==> config.mk <==
export PLATFORM = sky130hd
export DESIGN_NAME = ansi_escape_color_parser_unit
export DESIGN_NICKNAME = d
export VERILOG_FILES = /design/src/rtl/core/aecp_pkg.sv /design/src/rtl/core/ansi_escape_color_parser_unit.sv /design/src/rtl/core/aecp_decode.sv
export VERILOG_INCLUDE_DIRS = /design/src /design/src/rtl/core
export SDC_FILE = /design/constraint.sdc
export NUM_CORES = 1
export LEC_CHECK = 0
export ABC_AREA = 1
export BUFFER_PORTS_ARGS = -buffer_cell sky130_fd_sc_hd__buf_2
export CAP_MARGIN = 10
export CORE_ASPECT_RATIO = 2
export CORE_MARGIN = 2
export CORE_UTILIZATION = 35
export CTS_CLUSTER_DIAMETER = 80
export DETAILED_ROUTE_END_ITERATION = 6
export GPL_TIMING_DRIVEN = 0
export PLACE_DENSITY = 0.53
export RECOVER_POWER = 50
export SYNTH_ARGS = -nofsm -noshare
export SYNTH_HDL_FRONTEND = slang
export SYNTH_SLANG_ARGS = --single-unit
==> constraint.sdc <==
create_clock -name aclk -period 3.7 [get_ports aclk]
set_input_delay 0.74 -clock aclk [delete_from_list [all_inputs] [get_ports aclk]]
set_output_delay 0.74 -clock aclk [all_outputs]
set_load 0.03 [all_outputs]
==> src/rtl/core/ansi_escape_color_parser_unit_macros.svh <==
// ----------------------------------------------------------------------------
// ansi escape color parser assertion macros
// shared property forms for the parser checks
// ----------------------------------------------------------------------------
`ifndef ANSI_ESCAPE_COLOR_PARSER_UNIT_MACROS_SVH
`define ANSI_ESCAPE_COLOR_PARSER_UNIT_MACROS_SVH

// same-cycle implication
`define AECP_ASSERT_SAME(label, ante, cons, msg) \
    label: assert property (@(posedge aclk) disable iff (!aresetn) \
        (ante) |-> (cons)) else $error(msg);

// next-cycle implication
`define AECP_ASSERT_NEXT(label, ante, cons, msg) \
    label: assert property (@(posedge aclk) disable iff (!aresetn) \
        (ante) |=> (cons)) else $error(msg);

`endif

==> src/rtl/core/aecp_pkg.sv <==
// ----------------------------------------------------------------------------
// aecp_pkg
// types, codes and color table of the ansi escape color parser
// ----------------------------------------------------------------------------
package aecp_pkg;

    localparam int DIGIT_W = 4;

    localparam logic [7:0] CH_ESC    = 8'h1B;
    localparam logic [7:0] CH_LBRACK = 8'h5B;
    localparam logic [7:0] CH_M      = 8'h6D;
    localparam logic [7:0] CH_J      = 8'h4A;
    localparam logic [7:0] CH_ZERO   = 8'h30;
    localparam logic [7:0] CH_NINE   = 8'h39;
    localparam logic [7:0] CH_NUL    = 8'h00;

    localparam logic [7:0] SGR_RESET    = 8'd0;
    localparam logic [7:0] SGR_FG_LO    = 8'd30;
    localparam logic [7:0] SGR_FG_HI    = 8'd37;
    localparam logic [7:0] SGR_FG_DEF   = 8'd39;
    localparam logic [7:0] SGR_BG_LO    = 8'd40;
    localparam logic [7:0] SGR_BG_HI    = 8'd47;
    localparam logic [7:0] SGR_BG_DEF   = 8'd49;
    localparam logic [7:0] SGR_FGB_LO   = 8'd90;
    localparam logic [7:0] SGR_FGB_HI   = 8'd97;
    localparam logic [7:0] ED_ALL       = 8'd2;
    localparam logic [7:0] PARAM_SAT    = 8'd255;

    localparam logic [3:0] FG_RESET = 4'd7;
    localparam logic [3:0] BG_RESET = 4'd0;

    typedef enum logic [3:0] {
        MODE_TEXT    = 4'b0001,
        MODE_ESC     = 4'b0010,
        MODE_PARAM   = 4'b0100,
        MODE_DISCARD = 4'b1000
    } aecp_mode_t;

    typedef enum logic [1:0] {
        ACT_PUTC  = 2'd0,
        ACT_COLOR = 2'd1,
        ACT_CLEAR = 2'd2
    } aecp_action_t;

    typedef struct packed {
        logic [7:0] in_byte;
        logic       end_of_buffer;
    } aecp_in_t;

    typedef struct packed {
        aecp_action_t action;
        logic [7:0]   char_out;
        logic [3:0]   fg_color;
        logic [3:0]   bg_color;
        logic         last_result;
    } aecp_out_t;

    typedef struct packed {
        aecp_mode_t         mode;
        logic [DIGIT_W-1:0] digit_count;
        logic [7:0]         param_value;
        logic [3:0]         fg;
        logic [3:0]         bg;
    } aecp_state_t;

    typedef struct packed {
        logic [1:0] count;
        aecp_out_t  res0;
        aecp_out_t  res1;
    } aecp_emit_t;

    // ansi color order to vga numbering
    function automatic logic [2:0] ansi_to_vga(input logic [2:0] idx);
        logic [2:0] vga;
        case (idx)
            3'd0:    vga = 3'd0;
            3'd1:    vga = 3'd4;
            3'd2:    vga = 3'd2;
            3'd3:    vga = 3'd6;
            3'd4:    vga = 3'd1;
            3'd5:    vga = 3'd5;
            3'd6:    vga = 3'd3;
            default: vga = 3'd7;
        endcase
        return vga;
    endfunction

endpackage

==> src/rtl/core/ansi_escape_color_parser_unit.sv <==
// ----------------------------------------------------------------------------
// ansi_escape_color_parser_unit: csi/sgr escape parser for a 16-color console
// datapath: a byte is registered in the input stage, its result beats in the output register
// throughput: one byte per cycle, stalled by m_ready; a two-result byte holds the input stage
// reset: aresetn low clears all stages, text mode, colors 7 on 0
// ----------------------------------------------------------------------------
`include "ansi_escape_color_parser_unit_macros.svh"

module ansi_escape_color_parser_unit
    import aecp_pkg::*;
#(
    parameter int MAX_DIGITS = 15
) (
    input  logic      aclk,
    input  logic      aresetn,
    input  logic      s_valid,
    output logic      s_ready,
    input  aecp_in_t  s_data,
    output logic      m_valid,
    input  logic      m_ready,
    output aecp_out_t m_data
);

    aecp_state_t state_reg;
    aecp_state_t state_next;
    logic        in_valid_reg;
    aecp_in_t    in_beat_reg;
    logic        m_valid_reg;
    aecp_out_t   m_beat_reg;
    logic        pend_valid_reg;
    aecp_out_t   pend_beat_reg;
    aecp_emit_t  emit;
    logic        stage_fire;
    logic        s_fire;
    logic        m_fire;

    aecp_decode #(
        .MAX_DIGITS(MAX_DIGITS)
    ) u_decode (
        .cur (state_reg),
        .beat(in_beat_reg),
        .nxt (state_next),
        .emit(emit)
    );

    assign m_fire     = m_valid_reg && m_ready;
    assign stage_fire = in_valid_reg && !pend_valid_reg && (!m_valid_reg || m_ready);
    assign s_ready    = !in_valid_reg || stage_fire;
    assign s_fire     = s_valid && s_ready;
    assign m_valid    = m_valid_reg;
    assign m_data     = m_beat_reg;

    always_ff @(posedge aclk) begin
        if (!aresetn) begin
            in_valid_reg <= 1'b0;
        end else if (s_ready) begin
            in_valid_reg <= s_valid;
        end
        if (s_fire) begin
            in_beat_reg <= s_data;
        end
    end

    always_ff @(posedge aclk) begin
        if (!aresetn) begin
            state_reg <= '{mode: MODE_TEXT, digit_count: '0, param_value: 8'd0,
                           fg: FG_RESET, bg: BG_RESET};
        end else if (stage_fire) begin
            state_reg <= state_next;
        end
    end

    always_ff @(posedge aclk) begin
        if (!aresetn) begin
            m_valid_reg    <= 1'b0;
            pend_valid_reg <= 1'b0;
        end else if (stage_fire && (emit.count != 2'd0)) begin
            m_valid_reg    <= 1'b1;
            m_beat_reg     <= emit.res0;
            pend_valid_reg <= (emit.count == 2'd2);
            pend_beat_reg  <= emit.res1;
        end else if (m_fire) begin
            if (pend_valid_reg) begin
                m_beat_reg     <= pend_beat_reg;
                pend_valid_reg <= 1'b0;
            end else begin
                m_valid_reg <= 1'b0;
            end
        end
    end

    `AECP_ASSERT_SAME(a_pend_behind_out, pend_valid_reg, m_valid_reg,
        "second beat pending without a held result")
    `AECP_ASSERT_NEXT(a_two_beats_pend, stage_fire && (emit.count == 2'd2),
        pend_valid_reg && m_valid_reg, "double result not split over two beats")
    `AECP_ASSERT_SAME(a_char_zero, m_valid_reg && (m_beat_reg.action != ACT_PUTC),
        m_beat_reg.char_out == 8'd0, "non-character beat carries a character")
    `AECP_ASSERT_SAME(a_digit_bound, in_valid_reg,
        state_reg.digit_count <= 4'(MAX_DIGITS), "digit count past its limit")

endmodule

==> src/rtl/core/aecp_decode.sv <==
// ----------------------------------------------------------------------------
// aecp_decode
// next parse state and up to two result beats for one input byte
// ----------------------------------------------------------------------------
module aecp_decode
    import aecp_pkg::*;
#(
    parameter int MAX_DIGITS = 15
) (
    input  aecp_state_t cur,
    input  aecp_in_t    beat,
    output aecp_state_t nxt,
    output aecp_emit_t  emit
);

    logic [7:0]  c;
    logic        eob;
    logic        txt_emit;
    aecp_mode_t  txt_mode;
    logic        is_digit;
    logic [3:0]  digit_val;
    logic [11:0] acc;
    logic [7:0]  sgr_off;
    aecp_out_t   blank;

    assign c         = beat.in_byte;
    assign eob       = beat.end_of_buffer;
    assign txt_emit  = (c != CH_NUL) && ((c != CH_ESC) || eob);
    assign is_digit  = (c >= CH_ZERO) && (c <= CH_NINE);
    assign digit_val = 4'(c - CH_ZERO);
    assign acc       = 12'(cur.param_value) * 12'd10 + 12'(digit_val);

    always_comb begin
        if (c == CH_NUL) begin
            txt_mode = MODE_DISCARD;
        end else if ((c == CH_ESC) && !eob) begin
            txt_mode = MODE_ESC;
        end else begin
            txt_mode = MODE_TEXT;
        end
    end

    always_comb begin
        blank = '{action: ACT_PUTC, char_out: 8'd0, fg_color: 4'd0,
                  bg_color: 4'd0, last_result: 1'b0};
        nxt        = cur;
        emit.count = 2'd0;
        emit.res0  = blank;
        emit.res1  = blank;
        sgr_off    = 8'd0;

        unique case (cur.mode)
            MODE_TEXT: begin
                if (txt_emit) begin
                    emit.count         = 2'd1;
                    emit.res0.char_out = c;
                end
                nxt.mode = txt_mode;
            end
            MODE_ESC: begin
                if (c == CH_LBRACK) begin
                    nxt.mode        = MODE_PARAM;
                    nxt.digit_count = '0;
                    nxt.param_value = 8'd0;
                end else begin
                    emit.res0.char_out = CH_ESC;
                    emit.res1.char_out = c;
                    emit.count         = txt_emit ? 2'd2 : 2'd1;
                    nxt.mode           = txt_mode;
                end
            end
            MODE_PARAM: begin
                if ((cur.digit_count < DIGIT_W'(MAX_DIGITS)) && is_digit) begin
                    nxt.param_value = (acc > 12'(PARAM_SAT)) ? PARAM_SAT : acc[7:0];
                    nxt.digit_count = cur.digit_count + DIGIT_W'(1);
                end else begin
                    if (c == CH_M) begin
                        emit.count       = 2'd1;
                        emit.res0.action = ACT_COLOR;
                        case (cur.param_value) inside
                            SGR_RESET: begin
                                nxt.fg = FG_RESET;
                                nxt.bg = BG_RESET;
                            end
                            [SGR_FG_LO:SGR_FG_HI]: begin
                                sgr_off = cur.param_value - SGR_FG_LO;
                                nxt.fg  = {1'b0, ansi_to_vga(sgr_off[2:0])};
                            end
                            SGR_FG_DEF: begin
                                nxt.fg = FG_RESET;
                            end
                            [SGR_BG_LO:SGR_BG_HI]: begin
                                sgr_off = cur.param_value - SGR_BG_LO;
                                nxt.bg  = {1'b0, ansi_to_vga(sgr_off[2:0])};
                            end
                            SGR_BG_DEF: begin
                                nxt.bg = BG_RESET;
                            end
                            [SGR_FGB_LO:SGR_FGB_HI]: begin
                                sgr_off = cur.param_value - SGR_FGB_LO;
                                nxt.fg  = {1'b1, ansi_to_vga(sgr_off[2:0])};
                            end
                            default: begin
                            end
                        endcase
                    end else if ((c == CH_J) && (cur.param_value == ED_ALL)) begin
                        emit.count       = 2'd1;
                        emit.res0.action = ACT_CLEAR;
                    end
                    nxt.mode        = MODE_TEXT;
                    nxt.digit_count = '0;
                    nxt.param_value = 8'd0;
                end
            end
            MODE_DISCARD: begin
            end
            default: begin
                nxt.mode = MODE_TEXT;
            end
        endcase

        if (eob) begin
            nxt.mode        = MODE_TEXT;
            nxt.digit_count = '0;
            nxt.param_value = 8'd0;
        end

        emit.res0.fg_color    = nxt.fg;
        emit.res0.bg_color    = nxt.bg;
        emit.res0.last_result = (emit.count == 2'd1);
        emit.res1.fg_color    = nxt.fg;
        emit.res1.bg_color    = nxt.bg;
        emit.res1.last_result = 1'b1;
    end

endmodule

==> flow_metrics.env, run 1 <==
export IMPL_seqCellArea_sq_um=1860
export IMPL_syn_inst=528
export IMPL_hold_ws_ns=0.463
export IMPL_worstSetupPathType="flop to flop"
export IMPL_routabilityCongestion=0.899
export IMPL_grt_pass1_vias=3469
export IMPL_power_uw=2040
export IMPL_synthFlopType="edfxtp_1"
export IMPL_num_io_pins=34
export IMPL_synth_top_area_cell="edfxtp_1"
export IMPL_fp_dieW_microns=81
export IMPL_dp_cells=707
export IMPL_wl_per_cell_microns=13.8
export IMPL_synthTopCellsByArea="edfxtp_1 (32%), nand2_1 (14%), dfxtp_1 (13%), ha_1 (6.0%), nand3_1 (6.0%)"
export IMPL_postCtsSetupBuffers=0
export IMPL_highest_layer="met4"
export IMPL_p_per_area_nw_per_um2=429
export IMPL_synthesis_area_sq_um=4150
export IMPL_peakVddDrop_mv=0.261
export IMPL_clkTransAtPathRegs_ns=0.06
export IMPL_ys_ff_latch=71
export IMPL_yosysTopAreaCellShare_pct=31.8
export IMPL_slew_violations=0
export IMPL_worst_setup_path_start_kind="flop"
export IMPL_cts_resized_gates=0
export IMPL_clock_latency_ns=0.34
export IMPL_initial_core_util_pct=35.7
export IMPL_grt_max_degree=20
export IMPL_crit_chain="inv_1 > nor2_1 > nand3_2 > nor2_1 > nor2_1 > clkinv_1 > nor2_1 > nand3_4 > nand2_4 > inv_1 > buf_6 > a21oi_2"
export IMPL_total_leakage_power_uw=0.00217
export IMPL_syn_avg_cell_area_sq_um=7.86
export IMPL_route_detailed_drc=0
export IMPL_ys_warn_count=0
export IMPL_fin_skew_ns=0.00819
export IMPL_largest_reg_flops=24
export IMPL_gr_total_overflow=0
export IMPL_rsz0062_at_grt="no"
export IMPL_antenna_found_initial=0
export IMPL_max_freq_mhz=311
export IMPL_instances_no_fill=723
export IMPL_fp_row_count=56
export IMPL_worstMarginPinSlew_ns=1.17
export IMPL_nFillCells=1263
export IMPL_io_buffer_count=33
export IMPL_area_delta_synth_final_pct=14.5
export IMPL_critPathMaxStageDelay_ns=0.82
export IMPL_synth_net_count=563
export IMPL_cts_root_buf="clkbuf_16"
export IMPL_cp_end_kind="flop"
export IMPL_die_area_sq_um=12800
export IMPL_worstHoldPathType="flop to flop"
export IMPL_m1WireLength_mm=3.73
export IMPL_drive_above_1_share_pct=9.34
export IMPL_htreeDepth=3
export IMPL_first_iter_violations=204
export IMPL_first_pass_iters=4
export IMPL_place_hpwl_mm=7.77
export IMPL_min_period_ns=3.21
export IMPL_clkSinkCount=71
export IMPL_grt_usage_pct=16.7
export IMPL_setup_viol=0
export IMPL_core_area_sq_um=11600
export IMPL_required_ns=3.65
export IMPL_avgViaCountPerCell=4.88
export IMPL_synth_edff_count=44
export IMPL_numCtsBuffers=9
export IMPL_ant_nets=0
export IMPL_ctsHoldBuffers=0
export IMPL_place_area_sq_um=4510
export IMPL_max_cap_violations=0
export IMPL_yosysMostFrequentCell="nand2_1"
export IMPL_antenna_cells=0
export IMPL_crit_fanout=19
export IMPL_hold_violations=0
export IMPL_slew_headroom_pct=21.8
export IMPL_vias=3531
export IMPL_multiInputGateArea_sq_um=1910
export IMPL_fp_dieH_microns=158
export IMPL_grt_pass1_wl_mm=16.1
export IMPL_final_nets=608
export IMPL_yosysUniqueCellTypes=40
export IMPL_clockBufferDepth=2
export IMPL_fin_crit_sh_pct=86.8
export IMPL_crit_path_top_delay_cell="a21oi_2"
export IMPL_tns_ns=0
export IMPL_met2_length_mm=5.54
export IMPL_wl_mm=9.95
export IMPL_cts_tree="built"
export IMPL_outcome="finished, final reports clean"
export IMPL_critPathMostFrequentCell="nor2_1"
export IMPL_cp_data_arrival_time_ns=3.17
export IMPL_wl_met3_microns=309
export IMPL_synth_seq_area_share_pct=44.9
export IMPL_synthArstFlopShare_pct=0
export IMPL_synth_common_cells="nand2_1 (153), inv_1 (66), nand3_1 (50)"
export IMPL_final_area_sq_um=4750
## cell families after synthesis
logic type | Yosys count | share of synthesized area, %
and+or+nand+nor | 287 | 31.2
adders and majority gates | 22 | 6.99
DFF | 71 | 44.9
buffers and inverters | 84 | 8.17
AOI/OAI and AO/OA | 58 | 7.54
xor gates and xnor gates | 6 | 1.27
## worst max-delay path, delay by kind of cell, from the launching register on
family                 cells  cell delay [ns]
flip-flops                 1             0.49
buffers and inverters      4             0.60
AO/OA/AOI/OAI              1             0.82
AND/OR/NAND/NOR            7             0.93
## power by group
group,leakage (uW),switching [uW],internal [uW]
logic,0.00139,140,57.3
registers,0.000617,19.7,885
clock network,0.000156,329,608
## metrics by stage
stage	worst slack, ns	util, %
3_5_place_dp	0.451	38.8
3_3_place_gp	0.303	38.7
4_1_cts	0.616	41.5
5_1_grt	0.221	40.9
2_1_floorplan	1.05	-
6_report	0.487	40.9
## placed cells by master, fill, tap and decap left out, types with 2 or more instances in the layout
cell and instances:
or2_2 2, inv_1 69, ha_1 20, nor3_1 7, inv_2 3, nor4_1 2, nor2_2 4, a21boi_0 2
buf_2 13, dfxtp_1 27, o21ai_1 3, fa_1 2, nor2_1 47, nand3_2 3, nand3b_1 2, nand4_1 4
clkinv_1 2, a21oi_1 31, nand2_2 6, o21ai_0 14, nand2_1 155, clkbuf_1 29, clkbuf_16 9, edfxtp_1 44
buf_6 2, bufinv_16 2, o22ai_1 3, nand3_1 50, xor2_1 5, a21oi_2 2
## final cells by class
| cell class | count | share of cell area [%] |
|---|---|---|
| clock inverters | 5 | 1.71 |
| plain buffers | 10 | 1.05 |
| clock buffers | 11 | 5.11 |
| repair buffers | 34 | 3.16 |
| multi-input cells | 373 | 40.1 |
| inverters | 74 | 5.84 |
| flip-flops and latches | 71 | 39.2 |
| well taps | 145 | 3.82 |
## path summary, 6_finish.rpt
path / start / endpoint / slack, ns / depth (start not counted)
max reg2reg: in_beat_reg[4] / m_data[10] / 0.49 / 12
min: state_reg[3] / state_reg[3] / 0.46 / 2
max: in_beat_reg[4] / m_data[10] / 0.49 / 12
min reg2reg: state_reg[3] / state_reg[3] / 0.46 / 2
## metal layers
layer  GRT usage, %  vias up
met1           15.7     1610
met4           8.72        0
met5              0        -
met2           32.9       88
met3           2.91       25
li1               -     1808
(Power assumes the default switching activity.)
==> inputs of run 2 (changes only) <==
- CELL_PAD_IN_SITES_DETAIL_PLACEMENT: not set -> 1
- CELL_PAD_IN_SITES_GLOBAL_PLACEMENT: not set -> 2
- PLACE_DENSITY: 0.53 -> 0.8
- REMOVE_ABC_BUFFERS: not set -> 1
==> run 2 against run 1 <==
Against the previous run:
- sequential share of layout area is 0.75 points higher
- clock-buffer cell count is 2 lower
- maximum frequency is 3.8% lower
- sequential power hardly changed
- combinational power is 4% lower
- flip-flop and latch count stayed put
- clock skew is 0.0013 ns lower
- largest power group is now registers
- clock power is 15% lower
- first-iteration DRC count is 53% lower
==> flow_metrics.env, run 2 (synthesized netlist as in run 1, its figures left out) <==
export IMPL_first_pass_iters=4
export IMPL_max_cap_violations=0
export IMPL_required_ns=3.74
export IMPL_num_io_pins=34
export IMPL_max_freq_mhz=300
export IMPL_r2r_start="state_reg[9]"
export IMPL_worstSetupPathType="primary input to flop"
export IMPL_hold_path_depth=2
export IMPL_largest_reg_flops=24
export IMPL_clock_latency_ns=0.33
export IMPL_r2r_setup_slack_ns=0.51
export IMPL_avgViaCountPerCell=4.98
export IMPL_vias=3550
export IMPL_outcome="finished, final reports clean"
export IMPL_numCtsBuffers=9
export IMPL_wl_per_cell_microns=15.4
export IMPL_clkSinkCount=71
export IMPL_io_buffer_count=33
export IMPL_postCtsSetupBuffers=0
export IMPL_gr_total_overflow=0
export IMPL_hold_violations=0
export IMPL_die_area_sq_um=12800
export IMPL_area_delta_synth_final_pct=12.4
export IMPL_worst_setup_path_start_kind="primary input"
export IMPL_routabilityCongestion=0.833
export IMPL_antenna_cells=0
export IMPL_fin_skew_ns=0.00684
export IMPL_cts_resized_gates=0
export IMPL_nFillCells=1492
export IMPL_ant_nets=0
export IMPL_fp_dieH_microns=158
export IMPL_fp_dieW_microns=81
export IMPL_instances_no_fill=713
export IMPL_min_from="state_reg[3]"
export IMPL_fp_row_count=56
export IMPL_core_area_sq_um=11600
export IMPL_clockBufferDepth=2
export IMPL_peakVddDrop_mv=0.226
export IMPL_tns_ns=0
export IMPL_grt_max_degree=23
export IMPL_place_hpwl_mm=8.91
export IMPL_crit_fanout=22
export IMPL_htreeDepth=3
export IMPL_final_common_cell="nand2_1"
export IMPL_wl_mm=11.0
export IMPL_r2r_end="state_reg[9]"
export IMPL_reg2reg_depth=14
export IMPL_grt_usage_pct=19.0
export IMPL_grt_pass1_vias=3859
export IMPL_initial_core_util_pct=35.7
export IMPL_min_to="state_reg[3]"
export IMPL_startpoint="m_ready"
export IMPL_fin_crit_sh_pct=90.2
export IMPL_cp_data_arrival_time_ns=3.38
export IMPL_cp_end_kind="flop"
export IMPL_antenna_found_initial=0
export IMPL_power_uw=1890
export IMPL_setup_viol=0
export IMPL_slew_violations=0
export IMPL_route_detailed_drc=0
export IMPL_worstHoldPathType="flop to flop"
export IMPL_p_per_area_nw_per_um2=406
export IMPL_clkTransAtPathRegs_ns=0.06
export IMPL_dp_cells=697
export IMPL_rsz0062_at_grt="no"
export IMPL_total_leakage_power_uw=0.00211
export IMPL_final_cell_mix="nand2_1 (157), inv_1 (69), nand3_1 (50)"
export IMPL_min_period_ns=3.34
export IMPL_first_iter_violations=96
export IMPL_ctsHoldBuffers=0
export IMPL_grt_pass1_wl_mm=18.5
export IMPL_slew_headroom_pct=26.3
export IMPL_worstMarginPinSlew_ns=1.11
export IMPL_cts_root_buf="clkbuf_16"
export IMPL_cts_tree="built"
export IMPL_final_nets=598
export IMPL_drive_above_1_share_pct=8.98
run 2: final cells by class:
type / instances / area, sq um / area share [%]
Clock buffer: 9 / 225 / 4.83
Clock inverter: 7 / 47.5 / 1.02
Inverter: 74 / 278 / 5.95
Multi-Input combinational cell: 373 / 1920 / 41.2
Sequential cell: 71 / 1860 / 39.9
Tap cell: 145 / 181 / 3.89
Timing Repair Buffer: 34 / 150 / 3.22
run 2: worst max-delay path by stage:
| stage | to | slack (ns) | depth (start not counted) |
|---|---|---|---|
| after floorplan | pend_beat_reg[10] | 0.78 | 8 |
| after global placement | pend_beat_reg[16] | -0.34 | 9 |
| after detailed placement | m_data[6] | -0.19 | 9 |
| after CTS | m_data[3] | 0.15 | 9 |
| after global routing | pend_beat_reg[10] | 0.10 | 10 |
| final | pend_beat_reg[11] | 0.36 | 10 |
run 2: report_power, final:
group	switching, uW	internal (uW)
registers	21.1	885
clock network	343	453
logic	139	52.3
run 2: worst max-delay path: stages:
cell	delay, ns
buf_2	0.11
inv_1	0.05
nand2_1	0.06
nand3_1	0.36
inv_1	0.55
nand3_4	0.18
nand2_4	0.22
inv_2	0.21
nor2_1	0.62
buf_6	0.24
run 2: metal layers:
metal,vias to the layer above,part of all wire (%),global-route usage (%)
met5,-,0,0
met4,0,2.0,7.43
met1,1710,37,19.2
met2,38,59,37.5
met3,16,1.5,2.39
li1,1786,-,-
run 2: stage by stage:
stage	utilization [%]	worst slack (ns)	area (sq um)	hold slack [ns]
final	40.1	0.362	4660	0.468
after global routing	40.1	0.104	4660	0.513
after CTS	40.6	0.153	4720	0.475
after detailed placement	38.2	-0.189	4450	0.465
after global placement	38.1	-0.335	4440	0.441
after floorplan	-	0.776	4090	0.432
==> inputs of run 3 (changes only) <==
--- a/config.mk
+++ b/config.mk
@@ -10,3 +10,2 @@
 export BUFFER_PORTS_ARGS = -buffer_cell sky130_fd_sc_hd__buf_2
-export CAP_MARGIN = 10
 export CELL_PAD_IN_SITES_DETAIL_PLACEMENT = 1
==> constraint.sdc (replaced) <==
create_clock -name aclk -period 3.7 [get_ports aclk]
set_input_delay 0.37 -clock aclk [delete_from_list [all_inputs] [get_ports aclk]]
set_output_delay 0.37 -clock aclk [all_outputs]
set_load 0.03 [all_outputs]
==> run 3 against run 2 <==
Against the previous run:
- clock skew decreased by 0.00073 ns
- combinational power about the same
- clock power about the same
- first-iteration DRC count increased by 20%
- final cell count decreased by 0.14%
- global-route usage increased by 0.19 points
- critical endpoint is now m_data[3]
==> flow_metrics.env, run 3 (synthesized netlist as in run 1, its figures left out) <==
export IMPL_outcome="finished, final reports clean"
export IMPL_io_buffer_count=33
export IMPL_initial_core_util_pct=35.7
export IMPL_hold_ws_ns=0.206
export IMPL_cts_resized_gates=0
export IMPL_htreeDepth=3
export IMPL_first_pass_iters=4
export IMPL_hold_violations=0
export IMPL_grt_max_degree=23
export IMPL_place_hpwl_mm=8.83
export IMPL_final_common_cell="nand2_1"
export IMPL_grt_pass1_vias=3859
export IMPL_first_iter_violations=115
export IMPL_clock_latency_ns=0.33
export IMPL_worst_setup_path_start_kind="flop"
export IMPL_grt_usage_pct=19.2
export IMPL_wl_per_cell_microns=15.5
export IMPL_gr_total_overflow=0
export IMPL_worstMarginPinSlew_ns=1.13
export IMPL_fp_row_count=56
export IMPL_met2_length_mm=6.50
export IMPL_drive_above_1_share_pct=9.17
export IMPL_fp_dieW_microns=81
export IMPL_total_leakage_power_uw=0.00210
export IMPL_antenna_cells=0
export IMPL_min_period_ns=3.29
export IMPL_required_ns=3.65
export IMPL_clockBufferDepth=2
export IMPL_dp_cells=696
export IMPL_fin_crit_sh_pct=88.9
export IMPL_core_area_sq_um=11600
export IMPL_route_detailed_drc=0
export IMPL_ctsHoldBuffers=0
export IMPL_final_util_pct=40.0
export IMPL_worstHoldPathType="primary input to flop"
export IMPL_fin_skew_ns=0.00611
export IMPL_antenna_found_initial=0
export IMPL_cts_root_buf="clkbuf_16"
export IMPL_clkTransAtPathRegs_ns=0.06
export IMPL_max_freq_mhz=304
export IMPL_cp_end_kind="flop"
export IMPL_rsz0062_at_grt="no"
export IMPL_max_cap_violations=0
export IMPL_p_per_area_nw_per_um2=407
export IMPL_grt_pass1_wl_mm=18.7
export IMPL_ant_nets=0
export IMPL_worstSetupPathType="flop to flop"
export IMPL_avgViaCountPerCell=4.94
export IMPL_die_area_sq_um=12800
export IMPL_slew_headroom_pct=24.6
export IMPL_wl_met3_microns=177
export IMPL_numCtsBuffers=9
export IMPL_vias=3518
export IMPL_crit_fanout=22
export IMPL_final_cell_mix="nand2_1 (156), inv_1 (69), nand3_1 (50)"
export IMPL_slew_violations=0
export IMPL_m1WireLength_mm=4.17
export IMPL_largest_reg_flops=24
export IMPL_instances_no_fill=712
export IMPL_highest_layer="met4"
export IMPL_wl_mm=11.0
export IMPL_final_nets=597
export IMPL_peakVddDrop_mv=0.251
export IMPL_cp_data_arrival_time_ns=3.24
export IMPL_routabilityCongestion=0.833
export IMPL_area_delta_synth_final_pct=12.1
export IMPL_tns_ns=0
export IMPL_postCtsSetupBuffers=0
export IMPL_setup_viol=0
export IMPL_fp_dieH_microns=158
export IMPL_cts_tree="built"
export IMPL_clkSinkCount=71
export IMPL_num_io_pins=34
==> run 3: cell count changes in the layout (fill, tap and decap cells not counted) <==
| cell | before | now |
|---|---|---|
| a21oi_2 | 1 | 2 |
| a21oi_4 | 1 | 0 |
| buf_6 | 1 | 0 |
| nand2_1 | 157 | 156 |
| nand2_2 | 4 | 5 |
| nor2_1 | 45 | 44 |
| nor2_2 | 5 | 6 |
==> run 3: layout make-up <==
class	count	area, sq um
clock buffer	9	225
clock inverter	7	47.5
fill	1482	6980
inverter	74	278
multi-input combinational	373	1920
sequential	71	1860
tap	145	181
timing repair buffer	33	139
==> run 3: critical path, stage by stage, from the launching register on <==
cell and delay (ns):
dfxtp_1 0.34, nand2_1 0.09, nand3_1 0.38, inv_1 0.56
nand3_4 0.17, nand2_4 0.22, inv_2 0.22, a21oi_2 0.88
==> run 3: worst paths after layout <==
check / from / endpoint / slack (ns) / cells past startpoint
worst max-delay path: m_valid / m_data[3] / 0.41 / 7
worst max register to register: m_valid / m_data[3] / 0.41 / 7
worst min-delay path: s_data[0] / in_beat_reg[0] / 0.21 / 1
worst min register to register: state_reg[3] / state_reg[3] / 0.47 / 2
==> run 3: layer usage <==
layer / vias to the layer above / global-route usage (%)
met1: 1694 / 19.2
li1: 1783 / -
met3: 8 / 2.57
met2: 33 / 38.4
met5: - / 0
met4: 0 / 6.70
==> run 3: where the power goes <==
group / internal, uW / switching [uW]
logic: 51.0 / 139
clock network: 453 / 345
registers: 885 / 20.8
==> run 3: per-stage QoR <==
stage          area, sq um  worst slack, ns  total power [uW]
2_1_floorplan         4090             1.07              1060
3_3_place_gp          4440           0.0347              1110
3_5_place_dp          4440          -0.0565              1120
4_1_cts               4710            0.123              1920
5_1_grt               4650            0.102              1980
6_report              4650            0.411              1890
